## config.mk

```make
export PLATFORM = sky130hd
export DESIGN_NAME = vbdq_cell
export DESIGN_NICKNAME = d
export VERILOG_FILES = /design/src/rtl/core/vbdq_pkg.sv /design/src/rtl/core/vbdq_cell.sv
export SDC_FILE = /design/constraint.sdc
export NUM_CORES = 1
export LEC_CHECK = 0
export BUFFER_PORTS_ARGS = -buffer_cell sky130_fd_sc_hd__buf_2
export CAP_MARGIN = 15
export CORE_ASPECT_RATIO = 1.75
export CORE_MARGIN = 2
export CORE_UTILIZATION = 42
export DETAILED_ROUTE_END_ITERATION = 8
export PLACE_DENSITY = 0.85
export SLEW_MARGIN = 20
export SYNTH_ARGS = -nofsm -noshare
export SYNTH_HDL_FRONTEND = slang
export SYNTH_SLANG_ARGS = --single-unit
export TNS_END_PERCENT = 100
```

## constraint.sdc

```tcl
create_clock -name clk_i -period 2.33 [get_ports clk_i]
set_input_delay 0.233 -clock clk_i [delete_from_list [all_inputs] [get_ports clk_i]]
set_output_delay 0.233 -clock clk_i [all_outputs]
set_load 0.02 [all_outputs]
```

## src/rtl/core/vbdq_pkg.sv

```systemverilog
// Shared types, result codes and helpers for the video backlog drop queue.
package vbdq_pkg;

  // Request codes
  localparam logic [2:0] REQ_PUSH   = 3'd0;
  localparam logic [2:0] REQ_DEQ    = 3'd1;
  localparam logic [2:0] REQ_SENT   = 3'd2;
  localparam logic [2:0] REQ_RESYNC = 3'd3;
  localparam logic [2:0] REQ_STATS  = 3'd4;

  // Result codes
  localparam logic [3:0] RES_QUEUED  = 4'd0;
  localparam logic [3:0] RES_DROPPED = 4'd1;
  localparam logic [3:0] RES_IGNORED = 4'd2;
  localparam logic [3:0] RES_DEQ     = 4'd3;
  localparam logic [3:0] RES_EMPTY   = 4'd4;
  localparam logic [3:0] RES_SENT    = 4'd5;
  localparam logic [3:0] RES_DEAD    = 4'd6;
  localparam logic [3:0] RES_RESYNC  = 4'd7;
  localparam logic [3:0] RES_STAT    = 4'd8;
  localparam logic [3:0] RES_FULL    = 4'd9;

  // Statistic indexes
  localparam logic [2:0] STAT_PKTS       = 3'd0;
  localparam logic [2:0] STAT_BYTES      = 3'd1;
  localparam logic [2:0] STAT_DROP_PKTS  = 3'd2;
  localparam logic [2:0] STAT_DROP_BYTES = 3'd3;
  localparam logic [2:0] STAT_FLUSHES    = 3'd4;
  localparam logic [2:0] STAT_PEAK       = 3'd5;
  localparam logic [2:0] STAT_QUEUED     = 3'd6;
  localparam int         NumCounters     = 6;

  // Per-cell control: shift from neighbor, or load from the controller
  typedef struct packed {
    logic shift;
    logic load;
  } cell_ctrl_t;

  // Saturating 48-bit add
  function automatic logic [47:0] sat48(input logic [47:0] a, input logic [47:0] b);
    logic [48:0] s;
    s = {1'b0, a} + {1'b0, b};
    return s[48] ? {48{1'b1}} : s[47:0];
  endfunction

endpackage

```

## src/rtl/core/vbdq_cell.sv

```systemverilog
// One descriptor cell of the queue chain: loads a new entry or takes its neighbor's.
module vbdq_cell
  import vbdq_pkg::*;
#(
  parameter int TAG_BITS = 16
) (
  input  logic                clk_i,
  input  cell_ctrl_t          ctrl_i,
  input  logic [TAG_BITS-1:0] ld_tag_i,
  input  logic [23:0]         ld_len_i,
  input  logic                ld_vid_i,
  input  logic [TAG_BITS-1:0] nb_tag_i,
  input  logic [23:0]         nb_len_i,
  input  logic                nb_vid_i,
  output logic [TAG_BITS-1:0] tag_o,
  output logic [23:0]         len_o,
  output logic                vid_o
);

  logic [TAG_BITS-1:0] tag_q;
  logic [23:0]         len_q;
  logic                vid_q;

  // Load wins over shift
  always_ff @(posedge clk_i) begin
    if (ctrl_i.load) begin
      tag_q <= ld_tag_i;
      len_q <= ld_len_i;
      vid_q <= ld_vid_i;
    end else if (ctrl_i.shift) begin
      tag_q <= nb_tag_i;
      len_q <= nb_len_i;
      vid_q <= nb_vid_i;
    end
  end

  assign tag_o = tag_q;
  assign len_o = len_q;
  assign vid_o = vid_q;

endmodule

```

## Word level (Yosys, flattened, before mapping)

Index checks and enable logic that the tools add are counted.

| cells by class | value |
|---|---|
| mux-type cells | 6 |
| reductions and logical operators | 1 |

Operator list:

| operator | number |
|---|---|
| $mux 24 | 2 |
| $mux 16 | 2 |
| $mux 1 | 2 |
| $reduce_bool 2->1 | 1 |

| storage, ports and cells | value |
|---|---|
| register bits after elaboration | 41 |
| input port bits | 85 |

## Depth between registers and ports, before layout

Gate-level depths: netlist of run 1.

| depth | value |
|---|---|
| depth after elaboration | 2 |
| mapped depth | 3 |
| gate-level depth less buffers | 1 |

## Worst setup path before layout of run 1

No wires, ideal clock.

| path | value |
|---|---|
| path kind | in2reg |
| start point | in ctrl_i[0] in the netlist's numbering |
| end point | reg len_q[0] (netlist: len_o[0]) (enable) |
| library setup time | 0.400 ns |
| arrival | 1.460 ns |
| data required time | 1.930 ns |
| slack | 0.470 ns |
| cell stages on the path | 3 |
| cells stage by stage | buf_6 -> buf_12 -> or2_1 |

| on the way | value |
|---|---|
| word-level cells in the longest chain between the ends | 1 |

Ends and longest elaborated chain:

| item | RTL line | RTL |
|---|---|---|
| start, declared | vbdq_cell.sv:8 | `input cell_ctrl_t ctrl_i,` |
| $reduce_bool 2->1 (no line) | n/a |  |
| end signal, assigned | vbdq_cell.sv:28 | `len_q <= ld_len_i;` |
| end signal, assigned | vbdq_cell.sv:32 | `len_q <= nb_len_i;` |
| end, declared | vbdq_cell.sv:21 | `logic [23:0] len_q;` |

No other way between the ends.
A chain may end at the register's enable or synchronous reset.

## Final worst setup path of run 1

| path | value |
|---|---|
| start point | in ctrl_i[0] in the netlist's numbering |
| end point | reg tag_q[1] (netlist: tag_o[1]), data pin |

| on the way | value |
|---|---|
| word-level cells in the longest chain between the ends | 1 |

Ends and longest elaborated chain:

| item | RTL line | RTL |
|---|---|---|
| $mux 16 | vbdq_cell.sv:26 | `if (ctrl_i.load) begin` |
| end signal, assigned | vbdq_cell.sv:27 | `tag_q <= ld_tag_i;` |
| end signal, assigned | vbdq_cell.sv:31 | `tag_q <= nb_tag_i;` |
| end, declared | vbdq_cell.sv:20 | `logic [TAG_BITS-1:0] tag_q;` |

No other way between the ends.

==> results of run 1 <==
## power breakdown
part / switching [mW] / internal (mW)
Combinational: 0.202 / 0.189
Clock: 0.212 / 0.202
Sequential: 0.0173 / 0.905
Total: 0.431 / 1.30
## sequential cells by signal, indices dropped and copies added (netlist names)
signal,count
tag_o,16
len_o,24
vid_o,1
## final cells by class
cell class	count	area, µm²	share of cell area [%]
timing repair buffer	129	668.1	25.18
sequential	41	1231	46.39
clock inverter	1	3.754	0.1414
tap	51	63.81	2.405
multi-input combinational	42	614.3	23.15
clock buffer	6	72.57	2.735
## layout by cell type, fill, tap and decap left out
cell type / netlist / routed
clkinv_1: 0 / 1
edfxtp_1: 41 / 41
mux2_2: 2 / 2
buf_2: 0 / 125
buf_12: 4 / 1
clkbuf_8: 0 / 5
mux2_4: 39 / 39
buf_4: 0 / 3
or2_2: 0 / 1
clkbuf_1: 0 / 1
## logic make-up after synthesis
kind of cell	count (synthesis)	share of synthesized area (%)
flip-flops	41	63.57
AND/OR/NAND/NOR	1	0.3232
multiplexers	41	31.40
buffers and inverters	5	4.716
## per-layer routing
layer | routed length [µm] | vias to the layer above | global-route usage, %
li1 | - | 602 | -
met1 | 1313 | 590 | 14.68
met2 | 2387 | 60 | 29.76
met3 | 229 | 5 | 2.755
met4 | 72 | 0 | 6.707
met5 | 0 | - | 0
## how the worst min path moves through the flow
stage                       from         to  slack [ns]  depth (start not counted)
detailed placement  nb_len_i[16]  len_o[16]        0.54                          2
CTS                 nb_len_i[16]  len_o[16]        0.23                          2
floorplan            ld_len_i[0]   len_o[0]        0.45                          1
global placement     nb_len_i[5]   len_o[5]        0.53                          2
global route        nb_len_i[10]  len_o[10]        0.23                          2
finish              nb_tag_i[13]  tag_o[13]        0.25                          2
## per-stage QoR
stage | worst slack, ns | power (mW) | hold slack, ns
after floorplan | 0.4700 | 1.184 | 0.4505
final | 1.065 | 1.727 | 0.2480
after detailed placement | 0.7701 | 1.335 | 0.5364
after CTS | 1.076 | 1.747 | 0.2346
after global routing | 1.019 | 1.802 | 0.2306
after global placement | 0.8026 | 1.323 | 0.5336
==> flow_summary.toml, run 1 <==
[layout]
fin_util_pct = 60.26
fin_nets = 304
drive_gt1_share_pct = 80.37
postLayoutCellArea_um2 = 2654
fill_cells = 374
syn_to_final_growth_pct = 37.02
stdcell_count = 270
n_antenna_cell = 0

[power]
leakage_nw = 1.302
powerDensity_nw_per_um2 = 650.6
peakVddDrop_v = 0.0004422

[clock_network]
cts_tree = "done"
cts-buffers-inserted = 5
cts-root-buf = "clkbuf_8"
post_cts.repair.setup_buffers = 0
cts.clk_slew.worst_paths_ns = 0.07
cts.sinks = 41
cts_hold_buf = 0
cts_max_level = 2
cts_resized = 0
max-clock-path-buffers = 2

[global_routing]
grt_max_degree = 23
antenna_found_initial = 0
grt.total_usage_pct = 15.06
grt_pass1_vias = 1220
overflow = 0
grt_pass1_wl_um = 5844

[floorplanning]
rows = 32
start_util_pct = 43.98
ioPinCount = 126
dieArea_um2 = 5192
die_x_um = 55.34
coreArea_um2 = 4404
die_height_um = 93.84

[sta]
period_minus_slack_ns = 1.265
tightest_slew_ns = 0.4994
tns_ns = 0
clock.fmax_ghz = 0.7906
rsz0062_at_grt = "false"
slew_viol_final = 0
slew_headroom_pct = 66.71
finalSetupViolCount = 0
hold_viol_final = 0
period_share_pct = 54.28

[worst_setup_path]
path_max_fanout = 16
crit_start = "ctrl_i[0]"
worstSetupEndpointType = "register"
critPathMaxStageDelay_ns = 0.41
crit_arrival_ns = 1.29
crit_path_end = "tag_o[1]"
cp_top_family = "buffers and inverters"
critPathKind = "in -> reg"
crit_chain = "buf_2 -> buf_4 -> mux2_4"
slowest_stage = "buf_2"
worst-path-stages = 3
startpoint_type = "input pin"
crit_buf_inv = 2
critPathRequiredTime_ns = 2.36

[min_path]
hold_path_class = "in -> reg"

[run]
cap_violations = 0

[synth]
synth_area_leaders = "edfxtp_1 (64%), mux2_4 (30%), buf_12 (4.1%), mux2_2 (1.2%), buf_6 (0.58%)"
ys_top_cells_by_count = "edfxtp_1 (41), mux2_4 (39), buf_12 (4), mux2_2 (2)"
synth_edf_count = 41
mappedNetlistNets = 173
yosysSeqAreaShare_pct = 63.57
synth_area_per_cell_um2 = 22.01
yosysTopAreaCell = "edfxtp_1"
netlist-cell-type-count = 6
ys_ff_latch = 41
synth_area_um2 = 1937
syn_inst = 88
synthDominantCellAreaShare_pct = 63.57
yosys_warnings = 0
synth-main-ff-cell = "edfxtp_1"
synth.most_common_cell = "edfxtp_1"
async_flop_share_pct = 0

[place]
io_buffers = 125
dpl_cell_area_um2 = 2577
globalplace.congestion = 0.6765
dp_hpwl_um = 3343
place_inst = 263

[detailed_routing]
drtPass1Iterations = 4
vias = 1257
postRouteAntennaNets = 0
drtIter0Drc = 15
routed_wl_um = 4002
vias_per_cell = 4.656
post_drt_wl_per_cell_um = 14.82
drcViolationCount = 0

[run_status]
status = "complete, no violations"
Power figures use the tool's default switching activity.
==> inputs of run 2 (changes only) <==
clock period = 1.3 ns   (was 2.33 ns; I/O delays follow)
==> run 2 against run 1 <==
  * Worst setup slack got worse by 0.74 ns
  * First-iteration DRC count rose by 13%
  * Wire length rose by 4.3%
  * Via count fell by 1.1%
  * Final cell count increased by 0.37%
  * Cell area rose by 1.2%
  * Critical endpoint is now tag_o[14]
  * Highest routed layer unchanged
  * Sequential power rose by 80%
  * Die area unchanged
  * Power up 81%
  * Global-route usage rose by 0.59 points
==> flow_summary.toml, run 2 (synthesis gave the netlist of run 1 again) <==
[run_status]
status = "complete, no violations"

[global_routing]
overflow = 0
grt_pass1_wl_um = 6072
grt_pass1_vias = 1249
grt.total_usage_pct = 15.65
grt_max_degree = 28
antenna_found_initial = 0

[detailed_routing]
postRouteAntennaNets = 0
drtPass1Iterations = 3
drtIter0Drc = 17
vias = 1243
drcViolationCount = 0
post_drt_wl_per_cell_um = 15.41
routed_wl_um = 4176
vias_per_cell = 4.587

[clock_network]
cts.clk_slew.worst_paths_ns = 0.07
cts_tree = "done"
cts_hold_buf = 0
cts_resized = 0
cts-root-buf = "clkbuf_8"
cts_max_level = 2
max-clock-path-buffers = 2
cts.sinks = 41
cts-buffers-inserted = 5
post_cts.repair.setup_buffers = 0

[floorplanning]
coreArea_um2 = 4404
ioPinCount = 126
rows = 32
die_x_um = 55.34
dieArea_um2 = 5192
start_util_pct = 43.98
die_height_um = 93.84

[worst_setup_path]
slowest_stage = "edfxtp_1"
crit_buf_inv = 1
crit_start = "tag_o[14]"
critPathMaxStageDelay_ns = 0.39
path_max_fanout = 1
crit_path_end = "tag_o[14]"
critPathKind = "reg -> out"
cp_top_family = "flip-flops"
worst-path-stages = 1
startpoint_type = "register"
critPathRequiredTime_ns = 1.17
crit_chain = "buf_2"
worstSetupEndpointType = "output port"
crit_arrival_ns = 0.84

[layout]
fill_cells = 369
layout.cells.most_common = "buf_2"
drive_gt1_share_pct = 80.45
final_cell_mix = "buf_2 (125), edfxtp_1 (41), mux2_4 (39)"
seq_area_um2 = 1231
largest_register_ff_count = 24
postLayoutCellArea_um2 = 2686
n_antenna_cell = 0
multiInputGateArea_um2 = 616.8
syn_to_final_growth_pct = 38.70
fin_nets = 304

[place]
dpl_cell_area_um2 = 2605
globalplace.congestion = 0.7680
io_buffers = 125

[sta]
hold_viol_final = 0
tns_ns = 0
clock.fmax_ghz = 1.030
period_share_pct = 74.66
period_minus_slack_ns = 0.9705
hold_slack_ns = 0.1422
slew_headroom_pct = 87.61
slew_viol_final = 0
tightest_slew_ns = 0.1859
rsz0062_at_grt = "false"
finalSetupViolCount = 0

[power]
powerDensity_nw_per_um2 = 1163
peakVddDrop_v = 0.0007511
leakage_nw = 1.317

[run]
cap_violations = 0

[min_path]
hold_path_class = "in -> reg"
## run 2: how the worst min path moves through the flow
stage                 start         to  cells after the start
2_1_floorplan   ld_len_i[0]   len_o[0]                      1
3_3_place_gp   ld_len_i[14]  len_o[14]                      2
3_5_place_dp    nb_tag_i[9]   tag_o[9]                      2
4_1_cts         ld_len_i[5]   len_o[5]                      2
5_1_grt         nb_len_i[5]   len_o[5]                      2
6_report        ld_len_i[5]   len_o[5]                      2
## run 2: cell type report
class                      count  share of cell area [%]
multi-input combinational     42                   22.96
tap                           51                   2.375
clock buffer                   5                   2.562
sequential                    41                   45.83
clock inverter                 3                  0.4658
timing repair buffer         129                   25.80
## run 2: stage by stage
stage                     cells  setup slack, ns  util (%)  total power [mW]
after floorplan              88           0.1511         -             2.122
after global routing        271           0.2851     60.99             3.245
after global placement      263           0.1734     59.15             2.381
final                       271           0.3295     60.99             3.124
after CTS                   271           0.3155     60.99             3.157
after detailed placement    263           0.1436     59.15             2.409
## run 2: routing by layer
| layer | global-route usage (%) | up-vias | routed length [µm] |
|---|---|---|---|
| li1 | - | 602 | - |
| met1 | 15.15 | 567 | 1356 |
| met2 | 30.36 | 63 | 2456 |
| met3 | 3.030 | 11 | 242 |
| met4 | 8.130 | 0 | 121 |
| met5 | 0 | - | 0 |
## run 2: power by group
part / leakage (nW) / internal [mW] / switching [mW] / total (mW)
Combinational: 0.856 / 0.348 / 0.365 / 0.713
Clock: 0.0430 / 0.361 / 0.395 / 0.756
Sequential: 0.418 / 1.62 / 0.0342 / 1.66
Total: 1.32 / 2.33 / 0.794 / 3.12
